## src/rtl/lec_ram.sv

```systemverilog
// Generic single-write, single-read synchronous RAM with registered read data.
module lec_ram #(
	parameter int WIDTH = 64,
	parameter int AW    = 6
) (
	input  logic             clk,
	input  logic             we,
	input  logic [AW-1:0]    waddr,
	input  logic [WIDTH-1:0] wdata,
	input  logic [AW-1:0]    raddr,
	output logic [WIDTH-1:0] rdata
);

	logic [WIDTH-1:0] mem [(1 << AW)];

	// Write port.
	always_ff @(posedge clk) begin
		if (we) begin
			mem[waddr] <= wdata;
		end
	end

	// Read port; read data is registered.
	always_ff @(posedge clk) begin
		rdata <= mem[raddr];
	end

endmodule

```

## config.mk

```make
export PLATFORM = sky130hd
export DESIGN_NAME = lec_ram
export DESIGN_NICKNAME = d
export VERILOG_FILES = /design/src/rtl/lec_ram.sv
export SDC_FILE = /design/constraint.sdc
export NUM_CORES = 2
export LEC_CHECK = 0
export BUFFER_PORTS_ARGS = -buffer_cell sky130_fd_sc_hd__buf_2
export CELL_PAD_IN_SITES_DETAIL_PLACEMENT = 2
export CELL_PAD_IN_SITES_GLOBAL_PLACEMENT = 2
export CORE_ASPECT_RATIO = 1.1
export CORE_MARGIN = 8
export CORE_UTILIZATION = 46
export DETAILED_ROUTE_END_ITERATION = 12
export PLACE_DENSITY = 0.85
export SLEW_MARGIN = 0
export SYNTH_ARGS = -nofsm -noshare
export SYNTH_HDL_FRONTEND = slang
export SYNTH_SLANG_ARGS = --single-unit
```

## constraint.sdc

```tcl
create_clock -name clk -period 6.56 [get_ports clk]
set_clock_uncertainty 0.1 [all_clocks]
set_input_delay 1.312 -clock clk [delete_from_list [all_inputs] [get_ports clk]]
set_output_delay 1.312 -clock clk [all_outputs]
set_load 0.02 [all_outputs]
```

==> impl_metrics.py, run 1 <==
metrics = {
    "logic_synthesis": {
        "synth_area_leaders": "edfxtp_1 79%, mux4_2 15%, mux2i_1 0.86%",
        "async_reset_ff_share_pct": 0,
        "synth_fp_nets": 6676,
        "synthFlopType": "edfxtp_1",
        "yosysWarnings": 0,
        "synth_seq_area_share_pct": 79.5,
        "syn_area_mm2": 0.156,
        "synth_common_cells": "4096 x edfxtp_1, 1024 x mux4_2, 170 x buf_2",
        "yosys.area.top_type": "edfxtp_1",
        "synth_area_per_cell_um2": 23.7,
        "yosysTopAreaCellShare_pct": 78.7,
        "netlist_instances": 6598,
        "synth_cell_types": 33,
        "yosysMostFrequentCell": "edfxtp_1",
        "synth_edf_count": 4096,
        "ys_seq_elements": 4160,
    },
    "clocking": {
        "cts.sinks": 4160,
        "numCtsBuffers": 408,
        "clock-root-buffer": "clkbuf_16",
        "cts_buffer_depth": 4,
        "postCtsSetupRepairBufs": 0,
        "postCtsHoldBufs": 0,
        "htree_levels": 5,
        "cts_resized": 0,
    },
    "status": {
        "status": "stopped before the end",
        "stop_stage": "clock tree synthesis",
        "firstError": "[ERROR DPL-0033] detailed placement checks failed during check placement.",
    },
    "floorplan": {
        "die_h_um": 627,
        "boundaryPins": 142,
        "start_util_pct": 46.2,
        "die_x_um": 572,
        "core.rowCount": 224,
    },
    "place": {
        "routabilityCongestion": 0.792,
        "dp_hpwl_mm": 391,
        "placement.io_buffers": 141,
    },
}
[stage by stage]
stage | setup slack [ns] | instance area, um2 | utilization (%) | std cells
after detailed placement | 1.69 | 164000 | 48.5 | 11100
after floorplan | 1.12 | 156000 | - | 6598
after global placement | 1.94 | 164000 | 48.5 | 11100
[kinds of logic after synthesis]
family                 synth area share (%)
DFF                                    79.5
muxes                                  15.6
AOI/OAI and AO/OA                      2.48
buffers and inverters                  1.18
and+or+nand+nor                        1.24
==> run 2: changes to the inputs <==
- CELL_PAD_IN_SITES_DETAIL_PLACEMENT: 2 -> default
- CELL_PAD_IN_SITES_GLOBAL_PLACEMENT: 2 -> default
- CORE_ASPECT_RATIO: 1.1 -> default
- CORE_UTILIZATION: 46 -> 36
- PLACE_DENSITY: 0.85 -> default
- PLACE_DENSITY_LB_ADDON: default -> 0.15
- clock period: 6.56 -> 8.5 ns (I/O delays scaled with it)
==> run 2 against run 1 <==
Against the previous run:
- area after synthesis stayed put
- the run now ends clean
- synthesized cell count stayed put
==> impl_metrics.py, run 2 <==
metrics = {
    "status": {
        "status": "finished, final reports clean",
    },
    "floorplan": {
        "die_h_um": 675,
        "core.rowCount": 242,
        "boundaryPins": 142,
        "die_area_mm2": 0.456,
        "die_x_um": 675,
        "start_util_pct": 36.1,
        "design.core.area_mm2": 0.434,
    },
    "drt": {
        "avgRoutedWirePerCell_um": 37.0,
        "initialDrtViolationCount": 8097,
        "drc": 0,
        "drt-total-wl_mm": 488,
        "dr_total_vias": 75200,
        "first_pass_iters": 5,
        "avgViaCountPerCell": 5.71,
        "drtAntennaViolNets": 0,
    },
    "global_route": {
        "grt_max_degree": 111,
        "grt_pass1_wl_mm": 664,
        "grt_pass1_vias": 76600,
        "antenna_found_initial": 53,
        "grtUsageTotal_pct": 21.0,
        "grt_overflow": 0,
    },
    "flow_run": {
        "drv_cap": 0,
    },
    "finish": {
        "drive_above_1_share_pct": 28.6,
        "fin_cells": 13200,
        "final_util_pct": 41.4,
        "top_register": "mem",
        "syn2layout_area_growth_pct": 14.7,
        "largest_register_ff_count": 4096,
        "reg.largest.list": "mem x4096, rdata x64",
        "final_common_cell": "edfxtp_1",
        "num-nets-final": 7108,
        "final_cell_mix": "4096 x edfxtp_1, 1024 x mux4_2, 446 x clkbuf_16",
    },
    "hold_path": {
        "min_path_type": "reg -> reg",
    },
    "logic_synthesis": {
        "synth_edf_count": 4096,
        "synth_common_cells": "4096 x edfxtp_1, 1024 x mux4_2, 170 x buf_2",
        "yosysTopAreaCellShare_pct": 78.7,
        "netlist_instances": 6598,
        "yosys.area.top_type": "edfxtp_1",
        "synth_fp_nets": 6676,
        "syn_area_mm2": 0.156,
        "synth_area_per_cell_um2": 23.7,
        "async_reset_ff_share_pct": 0,
        "synthFlopType": "edfxtp_1",
        "yosysWarnings": 0,
        "ys_seq_elements": 4160,
        "synth_cell_types": 33,
        "synth_seq_area_share_pct": 79.5,
        "yosysMostFrequentCell": "edfxtp_1",
        "synth_area_leaders": "edfxtp_1 79%, mux4_2 15%, mux2i_1 0.86%",
    },
    "clocking": {
        "numCtsBuffers": 445,
        "clock-root-buffer": "clkbuf_16",
        "clock_latency_ns": 1.00,
        "cts.sinks": 4160,
        "cts_buffer_depth": 4,
        "cts_resized": 0,
        "postCtsSetupRepairBufs": 0,
        "cts_tree": "done",
        "clk_pin_slew_ns": 0.06,
        "htree_levels": 5,
        "postCtsHoldBufs": 0,
    },
    "setup_path": {
        "required_ns": 9.19,
        "path_max_fanout": 50,
        "start_kind": "primary input",
        "end_kind": "flip-flop",
        "arrival_ns": 5.01,
        "path_class": "in -> reg",
    },
    "place": {
        "dp_hpwl_mm": 258,
        "placement.io_buffers": 141,
        "routabilityCongestion": 0.740,
        "post-place-cells": 12300,
    },
    "sta": {
        "slew_viol_final": 0,
        "final-hold-violation-count": 0,
        "setup_viol": 0,
        "finalCritPeriodShare_pct": 50.8,
        "fmax_mhz": 232,
        "slew_headroom_pct": 4.57,
        "fin_crit_ns": 4.32,
        "rsz0062_at_grt": "false",
        "worst-slew-pin-transition_ns": 1.43,
        "final.setup.tns_ns": 0,
    },
    "pwr": {
        "p_per_area_mw_per_mm2": 244,
        "static-leakage-power_nw": 55.4,
        "max-vdd-ir-drop_mv": 0.192,
    },
}
run 2: worst max-delay path, cell delays in order:
cell,delay [ns]
buf_8,0.41
buf_4,0.46
and2_4,0.60
buf_4,0.62
a22oi_1,0.18
and3_1,0.24
a211oi_1,0.71
run 2: logic make-up (layout without fill, tap and decap cells):
kind of cell           count (synthesis)  in the layout  synth area share (%)
AO/OA/AOI/OAI                        504            504                  2.48
flip-flops                          4160           4160                  79.5
multiplexers                        1159           1159                  15.6
buffers and inverters                389           1207                  1.18
AND/OR/NAND/NOR                      386            386                  1.24
other                                  0             23                     0
run 2: final timing paths:
kind / start / end / slack [ns] / depth (start not counted)
setup / recovery: raddr[2] / rdata[11] / 4.18 / 7
hold / removal: mem[54][0] / rdata[0] / 0.73 / 4
setup reg to reg: mem[59][11] / rdata[11] / 6.24 / 5
hold reg to reg: mem[54][0] / rdata[0] / 0.73 / 4
run 2: through the flow:
stage / worst slack (ns) / power (mW) / hold slack, ns / cell area (um2)
global placement: 2.95 / 25.3 / 0.724 / 165000
global route: 3.85 / 45.0 / 0.766 / 179000
CTS: 4.06 / 44.2 / 0.741 / 179000
detailed placement: 3.00 / 25.3 / 0.730 / 165000
floorplan: 1.26 / 24.3 / 0.688 / 156000
finish: 4.18 / 43.7 / 0.733 / 179000
run 2: report_power, final:
| part | internal [mW] | switching (mW) |
|---|---|---|
| Clock | 10.7 | 8.15 |
| Sequential | 22.7 | 0.111 |
| Combinational | 0.704 | 1.31 |
| Total | 34.2 | 9.57 |
run 2: cell type report:
type | count | area (um2)
antenna | 23 | 57.6
clock buffer | 586 | 12000
clock inverter | 247 | 2190
fill | 37600 | 254000
inverter | 19 | 71.3
multi-input combinational | 2049 | 30800
sequential | 4160 | 124000
tap | 5734 | 7170
timing repair buffer | 355 | 2870
run 2: metal layers:
metal / global-route usage, % / vias up / share of wire, %
li1: - / 29400 / -
met2: 35.2 / 2445 / 49
met1: 29.4 / 42600 / 43
met3: 2.59 / 650 / 5.3
met4: 5.15 / 4 / 2.6
met5: 0 / - / 0.0047
(Power assumes the default switching activity.)
