--- config.mk ---
export PLATFORM = sky130hd
export DESIGN_NAME = lec_div
export DESIGN_NICKNAME = d
export VERILOG_FILES = /design/src/rtl/lec_pkg.sv /design/src/rtl/lec_div.sv
export SDC_FILE = /design/constraint.sdc
export NUM_CORES = 1
export LEC_CHECK = 0
export BUFFER_PORTS_ARGS = -buffer_cell sky130_fd_sc_hd__buf_2
export CAP_MARGIN = 10
export CORE_MARGIN = 1.5
export CORE_UTILIZATION = 53
export CTS_BUF_LIST = sky130_fd_sc_hd__clkbuf_16
export DETAILED_ROUTE_END_ITERATION = 8
export GPL_TIMING_DRIVEN = 0
export PLACE_DENSITY = 0.86
export SYNTH_ARGS = -nofsm -noshare
export SYNTH_HDL_FRONTEND = slang
export SYNTH_SLANG_ARGS = --single-unit
--- constraint.sdc ---
create_clock -name clk -period 4.2 [get_ports clk]
set_clock_uncertainty 0.1 [all_clocks]
set_input_delay 0.63 -clock clk [delete_from_list [all_inputs] [get_ports clk]]
set_output_delay 0.63 -clock clk [all_outputs]
set_load 0.005 [all_outputs]
--- src/rtl/lec_pkg.sv ---
// Shared constants and types for the lower envelope conjugate block.
package lec_pkg;

	localparam int MAX_POINTS = 64;
	localparam int ADDR_W     = $clog2(MAX_POINTS);
	localparam int CNT_W      = ADDR_W + 1;
	localparam int XY_W       = 32;
	localparam int DIFF_W     = XY_W + 1;
	localparam int PROD_W     = 2 * DIFF_W;
	localparam int ACC_W      = PROD_W + 2;
	localparam int FRAC_W     = 16;
	localparam int DIVD_W     = DIFF_W + FRAC_W;
	localparam int STEP_W     = $clog2(DIVD_W + 1);

	localparam logic signed [XY_W-1:0] SAT_MAX = {1'b0, {(XY_W-1){1'b1}}};
	localparam logic signed [XY_W-1:0] SAT_MIN = {1'b1, {(XY_W-1){1'b0}}};

	typedef enum logic [3:0] {
		ST_COLLECT,
		ST_RD0,
		ST_RD1,
		ST_RDL,
		ST_VERT,
		ST_CRD,
		ST_CLD,
		ST_CMP,
		ST_VEND,
		ST_ERD,
		ST_ERD1,
		ST_ERD2,
		ST_DIV,
		ST_DWT,
		ST_MUL,
		ST_OFF
	} lec_state_t;

	// Control handshake between the sequencer and the divider.
	typedef struct packed {
		logic start;
	} lec_div_req_t;

	typedef struct packed {
		logic busy;
		logic done;
	} lec_div_rsp_t;

endpackage

--- src/rtl/lec_div.sv ---
// Restoring unsigned divider, one quotient bit per cycle.
module lec_div (
	input  logic                           clk,
	input  logic                           arst_n,
	input  lec_pkg::lec_div_req_t          req,
	input  logic [lec_pkg::DIVD_W-1:0]     dividend,
	input  logic [lec_pkg::DIFF_W-1:0]     divisor,
	output lec_pkg::lec_div_rsp_t          rsp,
	output logic [lec_pkg::DIVD_W-1:0]     quotient
);
	import lec_pkg::*;

	logic [DIFF_W:0]   rem_q;
	logic [DIVD_W-1:0] quo_q;
	logic [STEP_W-1:0] cnt_q;
	logic              busy_q;
	logic              done_q;
	logic [DIFF_W:0]   shifted;
	logic [DIFF_W+1:0] trial;

	// Shift in the next dividend bit and try a subtraction.
	assign shifted = {rem_q[DIFF_W-1:0], quo_q[DIVD_W-1]};
	assign trial   = {1'b0, shifted} - {2'b00, divisor};

	// Control state of the iteration.
	always_ff @(posedge clk or negedge arst_n) begin
		if (!arst_n) begin
			busy_q <= 1'b0;
			done_q <= 1'b0;
			cnt_q  <= '0;
		end else begin
			done_q <= 1'b0;
			if (req.start) begin
				busy_q <= 1'b1;
				cnt_q  <= STEP_W'(DIVD_W);
			end else if (busy_q) begin
				cnt_q <= cnt_q - 1'b1;
				if (cnt_q == STEP_W'(1)) begin
					busy_q <= 1'b0;
					done_q <= 1'b1;
				end
			end
		end
	end

	// Remainder and quotient registers.
	always_ff @(posedge clk) begin
		if (req.start) begin
			rem_q <= '0;
			quo_q <= dividend;
		end else if (busy_q) begin
			if (!trial[DIFF_W+1]) begin
				rem_q <= trial[DIFF_W:0];
				quo_q <= {quo_q[DIVD_W-2:0], 1'b1};
			end else begin
				rem_q <= shifted;
				quo_q <= {quo_q[DIVD_W-2:0], 1'b0};
			end
		end
	end

	assign rsp.busy = busy_q;
	assign rsp.done = done_q;
	assign quotient = quo_q;

endmodule
Yosys cells after proc, flatten, opt, wreduce, memory -nomap -nowiden:

Cells that the tools add are included.

* register bits after elaboration: 90
* bits of input ports: 85
* logic and storage cells: 21

* add/subtract/negate cells: 2
* eq/ne operators: 1
* multiplexer cells: 12
* reduce and logical (&&, ||, !) cells: 1

Operators by type and width (number)
* 49-bit two-way mux: 2
* 34-bit by 33-bit subtractor with 35-bit output: 1
* 33-bit two-way mux: 1
* 6-bit two-way mux: 2
* 1-bit two-way mux: 7
* 6-bit by 1-bit == test with 1-bit output (second input constant): 1
* 6-bit by 1-bit subtractor with 6-bit output (second input constant): 1
* 2-bit nonzero test: 1

Longest topological paths before layout:

Gate-level depths: netlist (run 1).

* word-level depth: 4
* depth in mapped cells: 16
* mapped depth without buffers: 14

Least setup slack after synthesis (run 1):

Ideal clock, no wire load.

* kind: input port to flip-flop
* from: input port divisor[0] (netlist bit)
* to: register rem_q[31]
* setup time: 0.117 ns
* data arrival time: 2.938 ns
* data required time: 3.983 ns
* path slack: 1.044 ns
* stages: 15
* buffers on the path: 2
* path through: ha_1 inv_1 fa_1 a21oi_1 o211ai_1 a21oi_2 o22ai_1 nor3_4 o22ai_2 o21ai_4 buf_4 buf_6 nor3_1 mux2i_1 nand2_1

* longest elaborated chain between the ends: 2

RTL lines
* start: declaration: RTL line lec_div.sv:7 `input logic [lec_pkg::DIFF_W-1:0] divisor,`
* 34-bit by 33-bit subtractor with 35-bit output: RTL line lec_div.sv:23 `assign trial = {1'b0, shifted} - {2'b00, divisor};`
* 33-bit two-way mux: RTL line lec_div.sv:52 `if (!trial[DIFF_W+1]) begin`
* end signal: assignment: RTL line lec_div.sv:53 `rem_q <= trial[DIFF_W:0];`
* end signal: assignment: RTL line lec_div.sv:56 `rem_q <= shifted;`
* end: declaration: RTL line lec_div.sv:13 `logic [DIFF_W:0] rem_q;`

Every way passes these cells.
A chain may end at the register's enable or synchronous reset.

Worst setup path in the final report (run 1):

* from: register quo_q[48], in the netlist quotient[48]
* to: register rem_q[31]

* longest elaborated chain between the ends: 2

RTL lines
* start: declaration: RTL line lec_div.sv:14 `logic [DIVD_W-1:0] quo_q;`
* start signal: assignment: RTL line lec_div.sv:50 `quo_q <= dividend;`
* start signal: assignment: RTL line lec_div.sv:54 `quo_q <= {quo_q[DIVD_W-2:0], 1'b1};`
* start signal: assignment: RTL line lec_div.sv:57 `quo_q <= {quo_q[DIVD_W-2:0], 1'b0};`
* 34-bit by 33-bit subtractor with 35-bit output: RTL line lec_div.sv:23
* 33-bit two-way mux: RTL line lec_div.sv:52

Every way passes these cells.

==> impl_metrics.json, run 1 <==
{
  "fin_crit_sh": 0.8557,
  "dieArea_sq_mm": 0.01128,
  "maxSlewViolCount": 0,
  "synth-async-reset-ratio": 0.08889,
  "grt_pass1_wl_microns": 22510,
  "gr-usage-all-layers": 0.2529,
  "die_y_microns": 106.2,
  "ys_types": 60,
  "start_util": 0.5466,
  "synth-xor-area-share": 0.04812,
  "syn_avg_cell_area_sq_um": 9.917,
  "hold_path_class": "in2async",
  "setup.worst_path.end": "rem_q[31]$_SDFFE_PP0P_",
  "first_pass_iters": 5,
  "final_cell_mix": "buf_2 (137), nor2_1 (71), edfxtp_1 (49)",
  "r2r_cells": 16,
  "setup_slack_ps": 606.2,
  "antenna_cells": 0,
  "clk_latency_ps": 340,
  "setup.worst_path.end_class": "register",
  "antenna_found_initial": 0,
  "hold_violations": 0,
  "yosysWarningCount": 0,
  "first_iter_violations": 307,
  "setup_viol": 0,
  "synthSimpleGateAreaFrac": 0.1202,
  "nets": 837,
  "fin_crit_ps": 3594,
  "met2WireLength_microns": 7038,
  "vias_per_cell": 5.601,
  "root_buffer": "clkbuf_16",
  "clk_pin_slew_worst_paths_ps": 70,
  "place_ws_ps": 414.2,
  "synthMuxAreaShare": 0.1155,
  "setup.worst_path.start": "quotient[48]$_DFFE_PP_",
  "grt-ovfl-total": 0,
  "synth_edf_count": 49,
  "syn_to_final_growth_pct": 20.67,
  "startpoint_type": "register",
  "p_per_area_mw_per_mm2": 316.2,
  "r2r-start": "quotient[48]$_DFFE_PP_",
  "cts.path.max_buffers": 2,
  "ir_drop_mv": 0.2558,
  "worstMarginPinSlew_ps": 949.9,
  "cts.sink_count": 90,
  "wl_per_cell_microns": 16.37,
  "top_layer": "met4",
  "synth_top_family_by_area": "compound AO/OA/AOI/OAI gates",
  "fp.dieW_microns": 106.2,
  "dpl.cell_count": 841,
  "row_count": 37,
  "portBuffers": 135,
  "drive_above_1_share": 0.3148,
  "ioPinCount": 136,
  "power_leakage_nw": 3.204,
  "cts_resized": 0,
  "critPathArrivalTime_ps": 3730,
  "hpwl_microns": 10860,
  "synth_top_flop_cell": "edfxtp_1",
  "drc": 0,
  "ant_nets": 0,
  "wl_met1_microns": 5516,
  "cap_violations": 0,
  "final_common_cell": "buf_2",
  "cts_buffers": 9,
  "rr_endpoint": "rem_q[31]$_SDFFE_PP0P_",
  "cts_tree": "built",
  "ys_ff_latch": 90,
  "htreeDepth": 3,
  "n_fill_cell": 822,
  "grt_max_degree": 27,
  "met3_length_microns": 1153,
  "core_area_sq_mm": 0.01032,
  "run_status": "completed",
  "path_class": "reg2reg",
  "synth_fa_ha_area_frac": 0.08115,
  "wirelength_microns": 14030,
  "slew_headroom": 0.3644,
  "cts_hold_buffers": 0,
  "syn_inst": 569,
  "gp_congestion": 0.8995,
  "rsz0062_at_grt": "false",
  "first_global_vias": 4896,
  "syn-num-nets": 690,
  "final_cells": 857,
  "vias": 4800,
  "critPathMaxFanout": 10,
  "final_util": 0.6596,
  "setup_tns_ps": 0,
  "fmax_mhz": 278.3,
  "crit_required_ps": 4340,
  "regToRegSetupSlack_ps": 610,
  "netlist_area_sq_mm": 0.005643,
  "fin_hold_ws_ps": 6.629,
  "yosysSeqAreaShare": 0.4133,
  "synth_compound_area_frac": 0.1636,
  "cts_setup_buffers": 0
}
## worst max-delay path: stages (launching register included)
cell	delay, ps
edfxtp_1	420
inv_1	70
ha_1	150
inv_1	50
fa_1	410
a21oi_1	280
o211ai_1	170
a21oi_2	270
o22ai_1	200
nor3_4	220
o22ai_2	180
o21ai_4	280
buf_4	240
buf_6	170
nor3_1	60
mux2i_1	140
nand2_1	60
## per-layer routing
layer	vias up	GRT usage
li1	2338	-
met1	2231	0.2881
met2	203	0.4507
met3	28	0.06193
met4	0	0.1042
met5	-	0
## metrics by stage
| stage | power [W] | area (sq um) |
|---|---|---|
| after floorplan | 0.001233 | 5643 |
| after global placement | 0.001355 | 6489 |
| after detailed placement | 0.001372 | 6516 |
| after CTS | 0.002166 | 6809 |
| after global routing | 0.002239 | 6809 |
| final | 0.002153 | 6809 |
## state kept, by name, summed over array words and instances (netlist names)
name / cells
quotient: 49
busy_q: 1
done_q: 1
cnt_q: 6
rem_q: 33
## synthesized netlist by cell type, types with 14 or more instances
library cell,instances,area (sq um)
clkbuf_1,16,60.06
inv_1,47,176.4
ha_1,35,437.9
a21o_1,14,105.1
nand2_1,27,101.4
a21oi_1,40,200.2
dfxtp_1,33,660.6
mux2_2,48,540.5
nor2_1,71,266.5
a211oi_1,26,195.2
o21ai_0,14,70.07
xnor2_1,15,131.4
xor2_1,16,140.1
edfxtp_1,49,1471
## power breakdown
group          internal (W)  switching [W]
clock network      0.000419       0.000377
logic              0.000162       0.000155
registers          0.000999      0.0000405
total               0.00158       0.000573
## worst min-delay path by stage
stage,start,to,slack [ps],depth (start not counted)
after floorplan,arst_n,busy_q$_DFF_PN0_,230,0
after CTS,arst_n,cnt_q[5]$_DFFE_PN0P_,3,1
after global routing,arst_n,cnt_q[5]$_DFFE_PN0P_,10,1
after detailed placement,rem_q[2]$_SDFFE_PP0P_,rem_q[2]$_SDFFE_PP0P_,360,2
final,arst_n,done_q$_DFF_PN0_,7,1
after global placement,rem_q[32]$_SDFFE_PP0P_,rem_q[32]$_SDFFE_PP0P_,360,2
## cell families after synthesis
family,count (synthesis)
simple gates,146
mux,59
flops,90
compound gates,132
fa+ha+maj,36
buf+inv,75
xor+xnor,31
## final cells by class
class / instances / area (sq um) / area share
Multi-Input combinational cell: 404 / 2983 / 0.4381
Sequential cell: 90 / 2332 / 0.3425
Timing Repair Buffer: 136 / 703.2 / 0.1033
Clock buffer: 9 / 225.2 / 0.03308
Inverter: 47 / 176.4 / 0.02591
Tap cell: 136 / 170.2 / 0.02499
Buffer: 28 / 151.4 / 0.02223
Clock inverter: 7 / 67.56 / 0.009923
Note: power is estimated with default switching activity, not from simulation.
==> inputs of run 2 (changes only) <==
Clock period 4.2 ns to 3.8 ns, I/O delays scaled along.
==> impl_metrics.json, run 2 (synthesis gave the netlist of run 1 again) <==
{
  "vias": 4810,
  "fin_area_sq_mm": 0.006819,
  "crit_required_ps": 3940,
  "final_cell_mix": "buf_2 (137), nor2_1 (71), edfxtp_1 (49)",
  "startpoint_type": "register",
  "n_fill_cell": 821,
  "die_y_microns": 106.2,
  "syn_to_final_growth_pct": 20.84,
  "setup_tns_ps": 0,
  "cp.depth": 16,
  "critPathMaxFanout": 10,
  "cts_resized": 0,
  "ioPinCount": 136,
  "cap_violations": 0,
  "power_leakage_nw": 3.208,
  "cts_tree": "built",
  "wl_per_cell_microns": 16.42,
  "critical_path.most_common_cell": "inv_1",
  "worstHoldPathCells": 2,
  "crit_path_cell_trace": "inv_1 > ha_1 > inv_1 > fa_1 > a21oi_1 > o211ai_1 > a21oi_2 > o22ai_1 > nor3_4 > o22ai_2 > o21ai_4 > buf_4 > buf_6 > nor3_1 > mux2i_1 > nand2_1",
  "p_per_area_mw_per_mm2": 349.5,
  "maxSlewViolCount": 0,
  "max_stage_delay_ps": 420,
  "run_status": "completed",
  "slew_headroom": 0.3776,
  "core_area_sq_mm": 0.01032,
  "first_pass_iters": 5,
  "fin_hold_ws_ps": 373.1,
  "fin_crit_ps": 3596,
  "clk_pin_slew_worst_paths_ps": 70,
  "cts.path.max_buffers": 2,
  "setup_viol": 0,
  "cts_buffers": 9,
  "hpwl_microns": 10860,
  "critPathArrivalTime_ps": 3740,
  "dpl_cell_area_sq_mm": 0.006516,
  "portBuffers": 135,
  "power.total_w": 0.002383,
  "antenna_cells": 0,
  "fin_crit_sh": 0.9462,
  "root_buffer": "clkbuf_16",
  "fp.dieW_microns": 106.2,
  "dpl.cell_count": 841,
  "row_count": 37,
  "r2r_cells": 16,
  "cp.buffers_inverters": 4,
  "clk_latency_ps": 350,
  "dieArea_sq_mm": 0.01128,
  "antenna_found_initial": 0,
  "critical-path-top-delay-family": "compound AO/OA/AOI/OAI gates",
  "hold_path_class": "reg2reg",
  "ir_drop_mv": 0.2828,
  "htreeDepth": 3,
  "path_class": "reg2reg",
  "gr-usage-all-layers": 0.2529,
  "ant_nets": 0,
  "first_global_vias": 4898,
  "gp_congestion": 0.8995,
  "grt_pass1_wl_microns": 22510,
  "largest_register_ffs": 49,
  "final_common_cell": "buf_2",
  "first_iter_violations": 298,
  "nets": 838,
  "hold_violations": 0,
  "worstMarginPinSlew_ps": 930.2,
  "multiInputGateArea_sq_mm": 0.002983,
  "crit_slowest_cell": "edfxtp_1",
  "setup.worst_path.end_class": "register",
  "drc": 0,
  "cts.sink_count": 90,
  "regArea_sq_mm": 0.002332,
  "cts_setup_buffers": 0,
  "final_cells": 858,
  "grt-ovfl-total": 0,
  "fmax_mhz": 278.1,
  "vias_per_cell": 5.606,
  "wirelength_microns": 14090,
  "drive_above_1_share": 0.3144,
  "rsz0062_at_grt": "false",
  "cts_hold_buffers": 1,
  "grt_max_degree": 27,
  "start_util": 0.5466
}
==> run 2: changes by cell type in the layout (fill, tap and decap cells not counted) <==
| cell | before | now |
|---|---|---|
| dlygate4sd3_1 | 0 | 1 |
==> run 2: path summary, 6_finish.rpt <==
check,end,slack (ps),start
hold reg to reg,rem_q[2]$_SDFFE_PP0P_,370,rem_q[2]$_SDFFE_PP0P_
setup reg to reg,rem_q[31]$_SDFFE_PP0P_,200,quotient[48]$_DFFE_PP_
setup / recovery,rem_q[31]$_SDFFE_PP0P_,200,quotient[48]$_DFFE_PP_
min in group asynchronous,done_q$_DFF_PN0_,490,arst_n
max in group asynchronous,cnt_q[2]$_DFFE_PN0P_,2950,arst_n
hold / removal,rem_q[2]$_SDFFE_PP0P_,370,rem_q[2]$_SDFFE_PP0P_
==> run 2: area by class of cell <==
| cell class | count | share of cell area |
|---|---|---|
| Clock buffer | 9 | 0.03303 |
| Clock inverter | 7 | 0.009908 |
| Inverter | 47 | 0.02587 |
| Tap cell | 136 | 0.02495 |
| Sequential cell | 90 | 0.3420 |
| Multi-Input combinational cell | 404 | 0.4374 |
| Buffer | 28 | 0.02220 |
| Timing Repair Buffer | 137 | 0.1046 |
==> run 2: routing by layer <==
metal	routed length, microns	track usage	vias up
met4	320	0.1042	0
met3	1099	0.06193	25
met1	5601	0.2881	2252
met5	0	0	-
met2	7068	0.4507	193
li1	-	-	2340
==> run 2: stage by stage <==
step                        util  worst slack [ps]
after floorplan                -             704.5
after global placement    0.6285             155.6
after detailed placement  0.6312             74.19
after CTS                 0.6605             242.1
after global routing      0.6605             20.08
final                     0.6605             204.5
==> run 2: power breakdown <==
part | internal [W] | switching, W
Clock | 0.000463 | 0.000419
Sequential | 0.00110 | 0.0000448
Combinational | 0.000180 | 0.000172
==> run 2: tightest hold or removal path, delay by kind of cell, from the launching register on <==
family,cells,cell delay (ps)
AOI/OAI and AO/OA,1,50
and+or+nand+nor,1,50
DFF,1,330
